`src/rtl/gtpf_pkg.sv`:
```
`timescale 1ns / 1ps

package gtpf_pkg;

   // action codes carried by a request
   typedef enum logic [2:0] {
      ACT_LOAD    = 3'd0,
      ACT_DRAW    = 3'd1,
      ACT_RESTART = 3'd2,
      ACT_CLEAR   = 3'd3,
      ACT_READ    = 3'd4
   } action_type;

   // text line selects
   localparam logic [1:0] LINE_UPPER = 2'd1;
   localparam logic [1:0] LINE_LOWER = 2'd2;

   // response status codes
   localparam logic [1:0] RSP_OK       = 2'd0;
   localparam logic [1:0] RSP_NO_GLYPH = 2'd1;
   localparam logic [1:0] RSP_CLIPPED  = 2'd2;

   // first character code held in the font
   localparam logic [7:0] FIRST_CODE = 8'd32;

   typedef struct packed {
      logic [2:0]  action;
      logic [1:0]  text_line;
      logic [7:0]  char_code;
      logic [11:0] font_address;
      logic [7:0]  font_value;
      logic [8:0]  read_address;
   } req_type;

   typedef struct packed {
      logic [7:0] read_data;
      logic [1:0] status;
   } rsp_type;

   typedef enum logic [3:0] {
      S_INIT,
      S_IDLE,
      S_CHECK,
      S_WIDTH,
      S_COLS,
      S_DRAIN,
      S_CLEAR,
      S_FRAME_RD,
      S_FINISH
   } state_type;

   // controller to datapath
   typedef struct packed {
      logic take;        // request channel ready
      logic clr_step;    // write one zero byte of the clearing sweep
      logic base_calc;   // register the glyph base address
      logic width_rd;    // read the glyph width byte
      logic col_issue;   // read one column byte, write it in the next cycle
      logic cursor_upd;  // advance the cursor of the drawn line
      logic frame_rd;    // read one frame byte
      logic rsp_load;    // load the response register
   } cmd_type;

   // datapath to controller
   typedef struct packed {
      logic       req_valid;
      logic [2:0] req_action;
      logic       line_ok;
      logic       glyph_ok;
      logic       clr_last;
      logic       col_last;
      logic       out_free;
   } stat_type;

endpackage

```
`src/rtl/gtpf_ctrl.sv`:
```
`timescale 1ns / 1ps

module gtpf_ctrl
   import gtpf_pkg::*;
(
   input  logic     clock,
   input  logic     reset,
   input  stat_type stat,
   output cmd_type  cmd
);

   state_type state_ff, state_in;

   // state register
   always_ff @(posedge clock) begin
      if (reset) begin
         state_ff <= S_INIT;
      end else begin
         state_ff <= state_in;
      end
   end

   // next state and commands
   always_comb begin
      state_in = state_ff;
      cmd      = '0;
      unique case (state_ff)
         S_INIT: begin
            cmd.clr_step = 1'b1;
            if (stat.clr_last) begin
               state_in = S_IDLE;
            end
         end
         S_IDLE: begin
            cmd.take = 1'b1;
            if (stat.req_valid) begin
               unique case (stat.req_action)
                  ACT_DRAW:  state_in = S_CHECK;
                  ACT_CLEAR: state_in = S_CLEAR;
                  ACT_READ:  state_in = S_FRAME_RD;
                  default:   state_in = S_FINISH;
               endcase
            end
         end
         S_CHECK: begin
            cmd.base_calc = 1'b1;
            state_in = (stat.line_ok && stat.glyph_ok) ? S_WIDTH : S_FINISH;
         end
         S_WIDTH: begin
            cmd.width_rd = 1'b1;
            state_in = S_COLS;
         end
         S_COLS: begin
            cmd.col_issue = 1'b1;
            if (stat.col_last) begin
               state_in = S_DRAIN;
            end
         end
         S_DRAIN: begin
            // last column byte is written here
            cmd.cursor_upd = 1'b1;
            state_in = S_FINISH;
         end
         S_CLEAR: begin
            cmd.clr_step = 1'b1;
            if (stat.clr_last) begin
               state_in = S_FINISH;
            end
         end
         S_FRAME_RD: begin
            cmd.frame_rd = 1'b1;
            state_in = S_FINISH;
         end
         S_FINISH: begin
            if (stat.out_free) begin
               cmd.rsp_load = 1'b1;
               state_in = S_IDLE;
            end
         end
      endcase
   end

endmodule

```
`config.mk`:
```
export PLATFORM = sky130hd
export DESIGN_NAME = gtpf_ctrl
export DESIGN_NICKNAME = d
export VERILOG_FILES = /design/src/rtl/gtpf_pkg.sv /design/src/rtl/gtpf_ctrl.sv
export SDC_FILE = /design/constraint.sdc
export NUM_CORES = 1
export LEC_CHECK = 0
export BUFFER_PORTS_ARGS = -buffer_cell sky130_fd_sc_hd__buf_2
export CAP_MARGIN = 0
export CORE_AREA = 2 2 39 41
export DETAILED_ROUTE_END_ITERATION = 16
export DIE_AREA = 0 0 41 43
export GPL_TIMING_DRIVEN = 1
export PLACE_DENSITY_LB_ADDON = 0.08
export RECOVER_POWER = 100
export SLEW_MARGIN = 20
export SYNTH_ARGS = -nofsm -noshare
export SYNTH_HDL_FRONTEND = slang
export SYNTH_SLANG_ARGS = --single-unit
```
`constraint.sdc`:
```
create_clock -name clock -period 1.85 [get_ports clock]
set_input_delay 0.37 -clock clock [delete_from_list [all_inputs] [get_ports clock]]
set_output_delay 0.37 -clock clock [all_outputs]
set_load 0.1 [all_outputs]
```
---- After elaboration in Yosys (flattened, before gate mapping) ----
Index checks and enable logic that the tools add are counted.
operators by class
  reductions and logical operators ........ 5
  eq/ne operators ......................... 16
  multiplexer cells ....................... 17
operator list
  cell                  number
  $pmux W4 S8           1
  $mux W4               6
  $eq A4 B3 Y1 const B  4
  $pmux W4 S3           1
  $ne A2 B2 Y1 const B  5
  $mux W1               9
  $eq A4 B2 Y1 const B  2
  $reduce_and A5 Y1     1
  $eq A4 B1 Y1 const B  1
  $eq A4 B4 Y1 const B  1
  $logic_not A4 Y1      1
  $reduce_or A2 Y1      2
  $eq A3 B1 Y1 const B  1
  $eq A3 B2 Y1 const B  1
  $eq A3 B3 Y1 const B  1
  $logic_and A1 B1 Y1   1
storage, ports and cells
  output and inout port bits .............. 8
  bits of input ports ..................... 11
  logic and storage cells ................. 39
  register bits ........................... 4

---- Logic depth before layout (Yosys ltp) ----
  word-level depth ........................ 4
  depth in mapped cells ................... 6
  mapped depth without buffers ............ 4

---- Worst setup path before layout ----
OpenSTA, ideal clock, no wires.
  path kind ............................... register to output
  start point ............................. register state_ff[0]
  end point ............................... output port cmd[0] in the netlist's numbering
  data arrival time ....................... 3541 ps
  cell stages (with the launch flop) ...... 4
  slack ................................... -2061 ps
  required time ........................... 1480 ps
  buffers on the path ..................... 2
  path through ............................ dfxtp_1 buf_2 buf_2 nor4_1
RTL lines
  item                    RTL line         source
  from (decl)             gtpf_ctrl.sv:12  state_type state_ff, state_in;
  from (signal assigned)  gtpf_ctrl.sv:19  state_ff <= state_in;
  to (decl)               gtpf_ctrl.sv:9   output cmd_type cmd

==> tab_implementation.tex <==
\begin{tabular}{lr}
\hline
Metric & Value \\
\hline
\multicolumn{2}{l}{\textbf{Outcome}} \\
\quad Outcome & completed \\
\multicolumn{2}{l}{\textbf{Synth}} \\
\quad Fraction of registers with async set/reset & 0 \\
\quad Post-synthesis cell type count & 31 \\
\quad Ys flop type & sky130\_fd\_sc\_hd\_\_dfxtp\_1 \\
\quad Synth warnings & 0 \\
\quad Total standard cell area after synthesis & 438 sq um \\
\quad Synthesized instance count & 61 \\
\quad Yosys reg bits & 4 \\
\quad Post-synthesis sequential area ratio & 0.183 \\
\quad Syn avg cell area & 7.18 sq um \\
\quad Synth Net Count & 72 \\
\quad Number of synthesized flops with an enable pin & 0 \\
\multicolumn{2}{l}{\textbf{Critical path}} \\
\quad Delay contributed by the slowest stage of the critical path & 380 ps \\
\quad Setup slack of the worst register-to-register path & 180 ps \\
\quad Signal arrival time at the worst endpoint & 1410 ps \\
\quad Source of the worst register-to-register timing path & state\_ff[1] \\
\quad Crit path max-delay family & buffers and inverters \\
\quad Cell Chain, Critical Path & buf\_4 -> nand2b\_2 -> nor2\_2 -> buf\_6 \\
\quad Top fanout value on the critical path & 5 \\
\quad Critical path required time & 1480 ps \\
\quad Class of the most critical setup path & reg -> out \\
\quad R2R cell count & 5 \\
\quad Endpoint class of the critical path & output port \\
\quad Worst path slowest cell & sky130\_fd\_sc\_hd\_\_dfxtp\_1 \\
\quad Type of origin of the critical path & flip-flop \\
\quad Instance count on the critical path & 4 \\
\quad Crit Reg-Reg Endpoint & state\_ff[0] \\
\quad Worst setup path endpoint & cmd[7] \\
\quad Buf/Inv on CP & 2 \\
\quad Crit. Startpoint & state\_ff[3] \\
\multicolumn{2}{l}{\textbf{Timing}} \\
\quad Fin. Hold Viols & 0 \\
\quad Setup violation total in the final timing report & 0 \\
\quad Final hold slack & 295 ps \\
\quad Post-Route Skew & 10.2 ps \\
\quad Relative slew margins & 0.769 \\
\quad Minimum clock period after layout & 1780 ps \\
\quad Highest Clock Rate & 0.562 GHz \\
\quad Share of the cycle needed by the critical path after routing & 0.962 \\
\quad Count of final max-slew check failures & 0 \\
\quad Setup repair after global routing missed its margin & no \\
\quad Worst Tran Pin Value & 343 ps \\
\multicolumn{2}{l}{\textbf{Final layout}} \\
\quad Most common cell after layout, fill and taps aside & sky130\_fd\_sc\_hd\_\_buf\_2 \\
\quad Register name with the most flops & state\_ff \\
\quad Multi-input combinational cell area & 368 sq um \\
\quad Final instance area & 687 sq um \\
\quad Storage cell area & 82.6 sq um \\
\quad Layout cells sized above 1 & 0.524 \\
\quad Area added between synthesis and finish & 56.9\% \\
\quad Commonest non-fill, non-tap cells in the layout & sky130\_fd\_sc\_hd\_\_buf\_2 (10), sky130\_fd\_sc\_hd\_\_buf\_4 (7), sky130\_fd\_sc\_hd\_\_nor2\_1 (5), sky130\_fd\_sc\_hd\_\_buf\_6 (5), sky130\_fd\_sc\_hd\_\_a21oi\_1 (4) \\
\quad Number of nets in the final layout & 95 \\
\quad Number of flip-flops under the largest register name & 4 \\
\quad Filler cell count in the final layout & 153 \\
\quad Total inserted antenna cells & 0 \\
\quad Registers with the most flip-flops & state\_ff (4) \\
\multicolumn{2}{l}{\textbf{Floorplan}} \\
\quad Row count & 14 \\
\quad Height of the chip & 43 um \\
\quad Area of the core region & 1380 sq um \\
\quad Top-level port count & 19 \\
\quad Die ar. & 1760 sq um \\
\quad Die Width & 41 um \\
\quad Effective utilization at floorplan & 0.316 \\
\multicolumn{2}{l}{\textbf{Worst hold path}} \\
\quad Class of the most critical hold timing path & in -> reg \\
\quad Cell depth of the worst min-delay path & 2 \\
\multicolumn{2}{l}{\textbf{Global route}} \\
\quad Wire length of the first global-routing pass & 2090 um \\
\quad Initial antenna violation count & 0 \\
\quad Total global-route track usage & 0.174 \\
\quad Pin count of the biggest net entering global routing & 12 \\
\quad Vias in the first global route & 489 \\
\quad Overflow after GRT & 0 \\
\multicolumn{2}{l}{\textbf{CTS}} \\
\quad Total setup buffers inserted after CTS & 0 \\
\quad CTS Hold Buffers Added & 0 \\
\quad Clock Path Buffers & 2 \\
\quad Source-to-sink clock delay at the later pin of the worst-skew pair & 250 ps \\
\quad TritonCTS buffer count & 3 \\
\quad Total number of clock tree sinks & 4 \\
\quad CTS Root Buffer Type & sky130\_fd\_sc\_hd\_\_clkbuf\_4 \\
\quad H-tree Lvls & 1 \\
\quad Clock slew at the register clock pins of the worst setup and hold paths & 50 ps \\
\quad Clock tree from TritonCTS & done \\
\multicolumn{2}{l}{\textbf{Detailed routing}} \\
\quad DRC violation count after routing & 0 \\
\quad Routed vias & 530 \\
\quad Number of design-rule violations left by the first detailed-router iteration & 9 \\
\quad Number of nets with antenna violations after routing & 0 \\
\quad Total detailed-routing wirelength & 1280 um \\
\quad Average vias per placed instance & 5.41 \\
\quad Average detailed-routed wire length per instance & 13.1 um \\
\quad Drt first pass iters & 4 \\
\multicolumn{2}{l}{\textbf{Run}} \\
\quad Number of violations of the max-capacitance limit & 0 \\
\multicolumn{2}{l}{\textbf{Placement}} \\
\quad Placed cell area & 721 sq um \\
\quad Routability congestion estimate & 0.835 \\
\quad Half-perimeter wire length of the detailed placement result & 993 um \\
\quad Number of port buffers & 18 \\
\multicolumn{2}{l}{\textbf{Pwr}} \\
\quad Static power due to leakage & 0.302 nW \\
\quad Power per cell area & 1230 nW/um\^{}2 \\
\quad Peak ir drop on the vdd network & 0.634 mV \\
\hline
\end{tabular}
==> cells by family (layout without fill, tap and decap cells) <==
logic type,count (synthesis),after routing,share of synthesized area
flops,4,4,0.183
simple gates,31,31,0.426
mux,1,1,0.0229
compound gates,15,15,0.243
buf+inv,9,30,0.106
xor+xnor,1,1,0.0200
==> metrics by stage <==
stage                     utilization  instances  setup slack (ps)  setup TNS, ps  power (W)
after CTS                       0.540         98             -7.03          -7.03   0.000912
after floorplan                     -         61              -419          -1850   0.000585
after global routing            0.496         98              13.7              0   0.000902
after detailed placement        0.521         95               133              0   0.000790
after global placement          0.521         95               153              0   0.000789
final                           0.496         98              70.1              0   0.000848
==> how the worst min path moves through the flow <==
| stage | endpoint | from | slack (ps) |
|---|---|---|---|
| after floorplan | state_ff[3] | reset | 440 |
| after global placement | state_ff[3] | reset | 550 |
| after detailed placement | state_ff[3] | reset | 550 |
| after CTS | state_ff[3] | reset | 290 |
| after global routing | state_ff[3] | reset | 290 |
| final | state_ff[3] | reset | 290 |
==> routing by layer <==
metal  global-route usage  vias up  share of wire
li1                     -      270              -
met1                0.235      237           0.48
met2                0.253       21           0.46
met3               0.0681        2          0.057
met4               0.0400        0         0.0078
met5                    0        -              0
==> where the power goes <==
| group | switching, W | total, W | internal, W |
|---|---|---|---|
| clock | 0.0000435 | 0.000117 | 0.0000731 |
| sequential | 0.0000485 | 0.000154 | 0.000106 |
| combinational | 0.000380 | 0.000577 | 0.000197 |
==> repair_timing <==
action | in CTS | in global routing
pin swaps | 0 | 1
gates cloned | 0 | 0
endpoints found under the setup margin | 2 | 4
resized for setup | 2 | 4
==> synthesized netlist by cell type (2+ instances only) <==
cell	instances	area (sq um)
sky130_fd_sc_hd__buf_2	4	20.0
sky130_fd_sc_hd__nand2b_1	4	25.0
sky130_fd_sc_hd__nor3_1	4	20.0
sky130_fd_sc_hd__a31oi_1	2	12.5
sky130_fd_sc_hd__or4b_4	2	27.5
sky130_fd_sc_hd__nand3b_1	2	15.0
sky130_fd_sc_hd__nand2_1	3	11.3
sky130_fd_sc_hd__inv_1	3	11.3
sky130_fd_sc_hd__a21oi_1	4	20.0
sky130_fd_sc_hd__nor2_1	8	30.0
sky130_fd_sc_hd__a311o_1	2	20.0
sky130_fd_sc_hd__dfxtp_1	4	80.1
==> final cells by class <==
cell class              instances  area share
multi-input cells              48       0.536
well taps                      16      0.0291
inverters                       4      0.0219
clock buffers                   3      0.0328
flip-flops and latches          4       0.120
repair buffers                 23       0.260
No activity file was read; power rests on OpenSTA's default activity.
